`config.mk`:
```
export PLATFORM = sky130hd
export DESIGN_NAME = pixel_to_tile_lookup_unit
export DESIGN_NICKNAME = d
export VERILOG_FILES = /design/src/rtl/core/p2t_pkg.sv /design/src/rtl/core/p2t_ram.sv /design/src/rtl/core/p2t_div.sv /design/src/rtl/core/pixel_to_tile_lookup_unit.sv
export SDC_FILE = /design/constraint.sdc
export NUM_CORES = 2
export LEC_CHECK = 0
export CORE_UTILIZATION = 55
export CTS_BUF_LIST = sky130_fd_sc_hd__clkbuf_2
export DETAILED_ROUTE_END_ITERATION = 8
export DONT_BUFFER_PORTS = 1
export PLACE_DENSITY_LB_ADDON = 0.15
export SYNTH_ARGS = -nofsm -noshare
export SYNTH_HDL_FRONTEND = slang
export SYNTH_SLANG_ARGS = --single-unit
```
`constraint.sdc`:
```
create_clock -name clk -period 8.4 [get_ports clk]
set_input_delay 0.42 -clock clk [delete_from_list [all_inputs] [get_ports clk]]
set_output_delay 0.42 -clock clk [all_outputs]
set_load 0.03 [all_outputs]
```
`src/rtl/core/p2t_pkg.sv`:
```
// Shared types, constants and codes for the pixel-to-tile lookup block.
package p2t_pkg;

    localparam int GRID       = 8;
    localparam int TILES      = GRID * GRID;
    localparam int IDX_BITS   = $clog2(TILES);
    localparam int GRID_BITS  = $clog2(GRID);
    localparam int COORD_BITS = 16;
    localparam int FRAC_BITS  = 16;
    localparam int NORM_BITS  = FRAC_BITS + 1;
    localparam int CNT_BITS   = $clog2(NORM_BITS + 1);

    // Item kinds carried on the input tuser bit
    typedef enum logic {
        MODE_LOAD   = 1'b0,
        MODE_LOOKUP = 1'b1
    } mode_t;

    // Sequencer states
    typedef enum logic [1:0] {
        ST_IDLE   = 2'd0,
        ST_SCAN   = 2'd1,
        ST_DIVIDE = 2'd2,
        ST_FINISH = 2'd3
    } state_t;

    // One tile rectangle as stored in the table, origin x in the lowest bits
    typedef struct packed {
        logic [COORD_BITS-1:0] h;
        logic [COORD_BITS-1:0] w;
        logic [COORD_BITS-1:0] y;
        logic [COORD_BITS-1:0] x;
    } tile_entry_t;

    localparam int ENTRY_BITS = $bits(tile_entry_t);

    // Input payload, first field in the lowest bits, padded to whole bytes
    typedef struct packed {
        logic [1:0]            pad;
        logic [COORD_BITS-1:0] pixel_y;
        logic [COORD_BITS-1:0] pixel_x;
        logic [COORD_BITS-1:0] rect_height;
        logic [COORD_BITS-1:0] rect_width;
        logic [COORD_BITS-1:0] rect_y;
        logic [COORD_BITS-1:0] rect_x;
        logic [GRID_BITS-1:0]  tile_col;
        logic [GRID_BITS-1:0]  tile_row;
    } in_item_t;

    localparam int IN_BITS = $bits(in_item_t);

    // Result payload, first field in the lowest bits
    typedef struct packed {
        logic [NORM_BITS-1:0] norm_y;
        logic [NORM_BITS-1:0] norm_x;
        logic [IDX_BITS-1:0]  tile_number;
    } out_item_t;

    localparam int OUT_BITS = $bits(out_item_t);

endpackage

```
`src/rtl/core/p2t_ram.sv`:
```
// Generic single-write, single-read RAM with registered read data.
module p2t_ram #(
    parameter int WIDTH = 8,
    parameter int DEPTH = 16
) (
    input  logic                     clk,
    input  logic                     we,
    input  logic [$clog2(DEPTH)-1:0] waddr,
    input  logic [WIDTH-1:0]         wdata,
    input  logic [$clog2(DEPTH)-1:0] raddr,
    output logic [WIDTH-1:0]         rdata
);

    logic [WIDTH-1:0] mem [DEPTH];
    logic [WIDTH-1:0] rdata_reg;

    // Write port
    always_ff @(posedge clk)
    begin
        if (we)
        begin
            mem[waddr] <= wdata;
        end
    end

    // Registered read port
    always_ff @(posedge clk)
    begin
        rdata_reg <= mem[raddr];
    end

    assign rdata = rdata_reg;

endmodule

```
`src/rtl/core/p2t_div.sv`:
```
// Restoring divider: offset * 2^FRAC_BITS / size, one quotient bit per cycle.
module p2t_div (
    input  logic                                clk,
    input  logic                                rst_n,
    input  logic                                start,
    input  logic [p2t_pkg::COORD_BITS-1:0]      off,
    input  logic [p2t_pkg::COORD_BITS-1:0]      size,
    output logic                                done,
    output logic [p2t_pkg::NORM_BITS-1:0]       quo
);

    logic [p2t_pkg::COORD_BITS:0]     rem_reg, rem_next;
    logic [p2t_pkg::COORD_BITS-1:0]   size_reg, size_next;
    logic [p2t_pkg::NORM_BITS-1:0]    q_reg, q_next;
    logic                             zero_reg, zero_next;
    logic [p2t_pkg::CNT_BITS-1:0]     cnt_reg, cnt_next;
    logic                             done_reg, done_next;
    logic                             ge;
    logic [p2t_pkg::COORD_BITS:0]     rem_sub;

    // One compare and subtract per step; offset never exceeds size
    always_comb
    begin
        ge        = rem_reg >= {1'b0, size_reg};
        rem_sub   = ge ? (rem_reg - {1'b0, size_reg}) : rem_reg;
        rem_next  = rem_reg;
        size_next = size_reg;
        q_next    = q_reg;
        zero_next = zero_reg;
        cnt_next  = cnt_reg;
        done_next = 1'b0;
        if (start)
        begin
            rem_next  = {1'b0, off};
            size_next = size;
            q_next    = '0;
            zero_next = (size == '0);
            cnt_next  = p2t_pkg::CNT_BITS'(p2t_pkg::NORM_BITS);
        end
        else if (cnt_reg != '0)
        begin
            q_next    = {q_reg[p2t_pkg::NORM_BITS-2:0], ge};
            rem_next  = {rem_sub[p2t_pkg::COORD_BITS-1:0], 1'b0};
            cnt_next  = cnt_reg - 1'b1;
            done_next = (cnt_reg == p2t_pkg::CNT_BITS'(1));
        end
    end

    // Control registers
    always_ff @(posedge clk or negedge rst_n)
    begin
        if (!rst_n)
        begin
            cnt_reg  <= '0;
            done_reg <= 1'b0;
        end
        else
        begin
            cnt_reg  <= cnt_next;
            done_reg <= done_next;
        end
    end

    // Datapath registers
    always_ff @(posedge clk)
    begin
        rem_reg  <= rem_next;
        size_reg <= size_next;
        q_reg    <= q_next;
        zero_reg <= zero_next;
    end

    // A zero size gives zero
    assign quo  = zero_reg ? '0 : q_reg;
    assign done = done_reg;

endmodule

```
`src/rtl/core/pixel_to_tile_lookup_unit.sv`:
```
// Top level: tile rectangle table in RAM, row-major scan and two serial dividers.
//
//  channel  | dir | handshake                 | payload
//  ---------+-----+---------------------------+------------------------------------
//  s_       | in  | s_tvalid / s_tready       | s_tuser mode, s_tdata load/lookup
//  m_       | out | m_tvalid / m_tready       | m_tuser found, m_tdata tile/norm
//
// A load writes the table entry directly.
// A lookup matching tile k scans the table RAM from entry 0 up to entry k,
// one entry per cycle through its single read port, then runs 17 divider steps.
// A lookup with no match runs the full 64-entry scan.
// Reset clears the sequencer and output valid; the table is not cleared.
// A finished result waits in the output register while the next item is taken.
module pixel_to_tile_lookup_unit (
    input  logic                           clk,
    input  logic                           rst_n,
    input  logic                           s_tvalid,
    output logic                           s_tready,
    // tile_row, tile_col, rect_x, rect_y, rect_width, rect_height,
    // pixel_x, pixel_y, two zero bits
    input  logic [p2t_pkg::IN_BITS-1:0]    s_tdata,
    // mode
    input  logic                           s_tuser,
    output logic                           m_tvalid,
    input  logic                           m_tready,
    // tile_number, norm_x, norm_y
    output logic [p2t_pkg::OUT_BITS-1:0]   m_tdata,
    // found
    output logic                           m_tuser
);

    p2t_pkg::state_t                  state_reg, state_next;
    p2t_pkg::in_item_t                in_item;
    p2t_pkg::tile_entry_t             rd_entry;
    p2t_pkg::out_item_t               out_item;

    logic [p2t_pkg::IDX_BITS:0]       addr_reg, addr_next;
    logic                             pend_reg, pend_next;
    logic [p2t_pkg::IDX_BITS-1:0]     idx_reg, idx_next;
    logic [p2t_pkg::COORD_BITS-1:0]   px_reg, px_next;
    logic [p2t_pkg::COORD_BITS-1:0]   py_reg, py_next;
    logic [p2t_pkg::IDX_BITS-1:0]     tile_reg, tile_next;
    logic                             found_reg, found_next;
    logic                             m_valid_reg, m_valid_next;
    logic                             m_found_reg, m_found_next;
    p2t_pkg::out_item_t               m_data_reg, m_data_next;

    logic                             in_xfer;
    logic                             ram_we;
    logic [p2t_pkg::ENTRY_BITS-1:0]   ram_wdata;
    logic [p2t_pkg::ENTRY_BITS-1:0]   ram_rdata;
    logic [p2t_pkg::COORD_BITS:0]     end_x;
    logic [p2t_pkg::COORD_BITS:0]     end_y;
    logic                             hit;
    logic                             div_start;
    logic [p2t_pkg::COORD_BITS-1:0]   off_x;
    logic [p2t_pkg::COORD_BITS-1:0]   off_y;
    logic                             done_x;
    logic                             done_y;
    logic [p2t_pkg::NORM_BITS-1:0]    quo_x;
    logic [p2t_pkg::NORM_BITS-1:0]    quo_y;
    p2t_pkg::tile_entry_t             wr_entry;

    assign in_item  = p2t_pkg::in_item_t'(s_tdata);
    assign s_tready = (state_reg == p2t_pkg::ST_IDLE);
    assign in_xfer  = s_tvalid && s_tready;

    // Table write on a load transfer
    always_comb
    begin
        wr_entry.x = in_item.rect_x;
        wr_entry.y = in_item.rect_y;
        wr_entry.w = in_item.rect_width;
        wr_entry.h = in_item.rect_height;
    end

    assign ram_we    = in_xfer && (p2t_pkg::mode_t'(s_tuser) == p2t_pkg::MODE_LOAD);
    assign ram_wdata = wr_entry;

    p2t_ram #(
        .WIDTH (p2t_pkg::ENTRY_BITS),
        .DEPTH (p2t_pkg::TILES)
    ) u_table (
        .clk   (clk),
        .we    (ram_we),
        .waddr ({in_item.tile_row, in_item.tile_col}),
        .wdata (ram_wdata),
        .raddr (addr_reg[p2t_pkg::IDX_BITS-1:0]),
        .rdata (ram_rdata)
    );

    // Inclusive rectangle test on the entry just read
    assign rd_entry = p2t_pkg::tile_entry_t'(ram_rdata);
    assign end_x    = {1'b0, rd_entry.x} + {1'b0, rd_entry.w};
    assign end_y    = {1'b0, rd_entry.y} + {1'b0, rd_entry.h};
    assign hit      = (px_reg >= rd_entry.x) && ({1'b0, px_reg} <= end_x)
                   && (py_reg >= rd_entry.y) && ({1'b0, py_reg} <= end_y);
    assign off_x    = px_reg - rd_entry.x;
    assign off_y    = py_reg - rd_entry.y;
    assign div_start = (state_reg == p2t_pkg::ST_SCAN) && pend_reg && hit;

    p2t_div u_div_x (
        .clk   (clk),
        .rst_n (rst_n),
        .start (div_start),
        .off   (off_x),
        .size  (rd_entry.w),
        .done  (done_x),
        .quo   (quo_x)
    );

    p2t_div u_div_y (
        .clk   (clk),
        .rst_n (rst_n),
        .start (div_start),
        .off   (off_y),
        .size  (rd_entry.h),
        .done  (done_y),
        .quo   (quo_y)
    );

    // Assemble the result from the dividers, zeros when nothing matched
    always_comb
    begin
        out_item.tile_number = found_reg ? tile_reg : '0;
        out_item.norm_x      = found_reg ? quo_x : '0;
        out_item.norm_y      = found_reg ? quo_y : '0;
    end

    // Sequencer: next state and datapath updates
    always_comb
    begin
        state_next   = state_reg;
        addr_next    = addr_reg;
        pend_next    = 1'b0;
        idx_next     = idx_reg;
        px_next      = px_reg;
        py_next      = py_reg;
        tile_next    = tile_reg;
        found_next   = found_reg;
        m_valid_next = m_valid_reg && !m_tready;
        m_found_next = m_found_reg;
        m_data_next  = m_data_reg;
        case (state_reg)
            p2t_pkg::ST_IDLE:
            begin
                if (in_xfer && (p2t_pkg::mode_t'(s_tuser) == p2t_pkg::MODE_LOOKUP))
                begin
                    px_next    = in_item.pixel_x;
                    py_next    = in_item.pixel_y;
                    addr_next  = '0;
                    found_next = 1'b0;
                    state_next = p2t_pkg::ST_SCAN;
                end
            end
            p2t_pkg::ST_SCAN:
            begin
                // Issue the next read while entries remain
                if (!addr_reg[p2t_pkg::IDX_BITS])
                begin
                    pend_next = 1'b1;
                    idx_next  = addr_reg[p2t_pkg::IDX_BITS-1:0];
                    addr_next = addr_reg + 1'b1;
                end
                if (pend_reg && hit)
                begin
                    pend_next  = 1'b0;
                    found_next = 1'b1;
                    tile_next  = idx_reg;
                    state_next = p2t_pkg::ST_DIVIDE;
                end
                else if (pend_reg && (idx_reg == p2t_pkg::IDX_BITS'(p2t_pkg::TILES - 1)))
                begin
                    pend_next  = 1'b0;
                    state_next = p2t_pkg::ST_FINISH;
                end
            end
            p2t_pkg::ST_DIVIDE:
            begin
                if (done_x && done_y)
                begin
                    state_next = p2t_pkg::ST_FINISH;
                end
            end
            p2t_pkg::ST_FINISH:
            begin
                // Hold until the output register is free
                if (!m_valid_reg || m_tready)
                begin
                    m_valid_next = 1'b1;
                    m_found_next = found_reg;
                    m_data_next  = out_item;
                    state_next   = p2t_pkg::ST_IDLE;
                end
            end
            default:
            begin
                state_next = p2t_pkg::ST_IDLE;
            end
        endcase
    end

    // Control registers
    always_ff @(posedge clk or negedge rst_n)
    begin
        if (!rst_n)
        begin
            state_reg   <= p2t_pkg::ST_IDLE;
            pend_reg    <= 1'b0;
            m_valid_reg <= 1'b0;
        end
        else
        begin
            state_reg   <= state_next;
            pend_reg    <= pend_next;
            m_valid_reg <= m_valid_next;
        end
    end

    // Datapath registers
    always_ff @(posedge clk)
    begin
        addr_reg    <= addr_next;
        idx_reg     <= idx_next;
        px_reg      <= px_next;
        py_reg      <= py_next;
        tile_reg    <= tile_next;
        found_reg   <= found_next;
        m_found_reg <= m_found_next;
        m_data_reg  <= m_data_next;
    end

    assign m_tvalid = m_valid_reg;
    assign m_tdata  = m_data_reg;
    assign m_tuser  = m_found_reg;

endmodule
```
==> qor.csv <==
metric,value,unit
status,completed,
DR WL/cell,33.50,um
CP arrival,8.08,ns
input/output buffers,0,
WS Path Type,reg2reg,
area delta synth->final,13.13,%
Yosys reg bits,4371,
Setup TNS,0,ns
# DRC,0,
Synth top cells by count,"edfxtp_1 (4,255), mux4_2 (1,344), clkbuf_1 (191)",
# rows,203,
total core area,306100,sq um
1st-iter DRT viols,11019,
# setup viols final,0,
Area after DPL,175500,sq um
full die area,310200,sq um
Longest Clk Path Bufs,5,
drt total wl,452100,um
final hold viol count,0,
critical-path cell list,ha_1 -> a21oi_1 -> o21ai_0 -> o41a_1 -> a41o_1 -> nor4_1 -> o311ai_0 -> a21oi_1 -> xor2_1 -> ha_1 -> nand3_1 -> nor4_1 -> a211oi_1 -> and4_1 -> nor4_4 -> and2_4 -> nand2b_1,
Die Wd,556.9,um
pin count of the biggest net entering global routing,135,
fin cells,13498,
Post-synth ARST share,0.3660,%
share of cells above drive strength 1,36.35,%
CP max stage delay,0.73,ns
Critical Path RT,10.03,ns
Cell variety after synth,71,
syn_nets,7444,
"slowest stage cell, crit path",nand2b_1,
worst min path class,in2reg,
first-pass GRT wire length,637200,um
"Design Area, Final",191600,sq um
max reg flops,4096,
"Seq/Total Area, Yosys",76.85,%
synthesized area,169400,sq um
CTS buffer count,1155,
HPWL after DPL,235600,um
CP Max Fanout,43,
DR vias/cell,6.398,
f_max,155.0,MHz
initial core utilization,55.34,%
RSZ-0062 raised after global routing,false,
"area leader, netlist",edfxtp_1,
Final ANT Viol Nets,0,
Post-Syn Area per Cell,23.56,sq um
Worst-Skew Late Latency,2.20,ns
Synth Flop Type,edfxtp_1,
clk_skew,0.1736,ns
"EDFF count, synth",4255,
setup ws final,1.950,ns
chip height,556.9,um
Ys Warns,0,
CP Launch Type,register,
htree depth,7,
Final Max Tran Viols,0,
First-pass DRT Iterations,7,
clk sink count,4371,
min Tclk post-route,6.450,ns
R2R Setup Slk,1.95,ns
Lkg Pwr,62.66,nW
antenna violations before repair,25,
Post-Synthesis Cells,7190,
grt ovf,0,
vias in the first global route,88187,
max cap viols,0,
Final Cycle Share,76.79,%
Tightest Pin Transition,1.252,ns
Ports,152,
"Reg clk slew, reported paths",0.10,ns
pwr dens,299.3,nW/um^2
final total power,57.34,mW
ranking of synthesized cells by area,"edfxtp_1 (75%), mux4_2 (18%), dfxtp_1 (1.2%)",
cell count after placement,11146,
root buf cell,clkbuf_2,
share of the synthesized area in the top cell type,75.44,%
routed vias,86354,
most frequent cell after synthesis,edfxtp_1,
clock tree from TritonCTS,done,
# nets final,8942,
GR Util All Layers,29.82,%
worst vdd ir,0.2740,mV
nature of the critical path endpoint,register,
GPL Wtd Cong,0.8496,
Placement Setup Slack,1.993,ns
Max-Slew Margin vs Limit,16.52,%
-- cell families (layout without fill, tap and decap cells) --
family,count (synthesis),in the layout,share of synthesized area (%)
other,0,36,0
AOI/OAI and AO/OA,283,283,1.066
and+or+nand+nor,486,486,1.388
xor gates and xnor gates,80,80,0.4137
muxes,1392,1392,18.16
DFF,4371,4371,76.85
buffers and inverters,433,2605,1.022
adders and majority gates,145,145,1.098
-- worst max-delay path, delay by kind of cell, from the launching register on --
| family | cells | cell delay (ns) |
|---|---|---|
| simple gates | 7 | 3.25 |
| compound gates | 7 | 1.66 |
| fa+ha+maj | 2 | 0.57 |
| flops | 1 | 0.45 |
| xor+xnor | 1 | 0.09 |
-- layout by cell type (no fill, tap or decap), types with 36 or more instances in the layout --
master	Yosys	routed
nand2_1	125	125
buf_12	0	102
diode_2	0	36
dfxtp_1	100	100
edfxtp_1	4255	4255
o21ai_0	47	47
clkinv_1	0	170
mux4_2	1344	1344
ha_1	139	139
clkbuf_2	0	1600
and2_1	51	49
nor2_1	146	82
a21oi_1	112	111
inv_1	103	103
xor2_1	36	36
buf_16	0	64
buf_4	3	148
mux2i_1	44	44
nor2_4	0	64
xnor2_1	44	44
dlygate4sd3_1	0	357
-- routing by layer --
metal / track usage [%] / wire length [um] / vias up
li1: - / - / 34387
met1: 41.35 / 175300 / 46071
met2: 46.53 / 219100 / 5022
met3: 6.798 / 42880 / 860
met4: 11.90 / 14760 / 14
met5: 0 / 101 / -
-- final timing paths --
path / startpoint / end / depth (start not counted)
min in group asynchronous: rst_n / m_tvalid$_DFF_PN0_ / 4
max in group asynchronous: rst_n / u_div_y.cnt_reg[2]$_DFFE_PN0P_ / 4
max reg2reg: u_table.rdata[1]$_DFF_P_ / u_div_y.rem_reg[15]$_DFFE_PP_ / 17
max: u_table.rdata[1]$_DFF_P_ / u_div_y.rem_reg[15]$_DFFE_PP_ / 17
min: s_tdata[50] / u_table.mem[34][44]$_DFFE_PP_ / 5
min reg2reg: u_div_y.q_reg[14]$_SDFFE_PP0P_ / u_div_y.q_reg[15]$_SDFFE_PP0P_ / 2
-- where the power goes --
part	internal, mW	leakage (nW)	switching, mW
combinational	8.51	16.0	9.84
sequential	24.6	39.4	0.551
clock	5.59	7.34	8.28
-- per-stage QoR --
stage / hold WS [ns] / util, %
floorplan: 0.1244 / -
global placement: 0.1250 / 57.35
detailed placement: 0.1250 / 57.35
CTS: 0.03025 / 62.58
global route: 0.1193 / 62.60
finish: 0.3513 / 62.61
-- what timing repair did --
item | CTS | global route
hold endpoints to repair | 8324 | 0
hold buffers | 485 | 0
buffers inserted | 0 | 0
resized for setup | 0 | 0
-- cell type report --
cell class	count	area, sq um
diodes	36	90.09
clock buffers	1600	8008
clock inverters	231	1379
fillers	21098	114400
inverters	103	386.6
multi-input cells	2386	37960
flip-flops and latches	4371	130200
well taps	4100	5130
repair buffers	671	8488
Power figures use the tool's default switching activity.
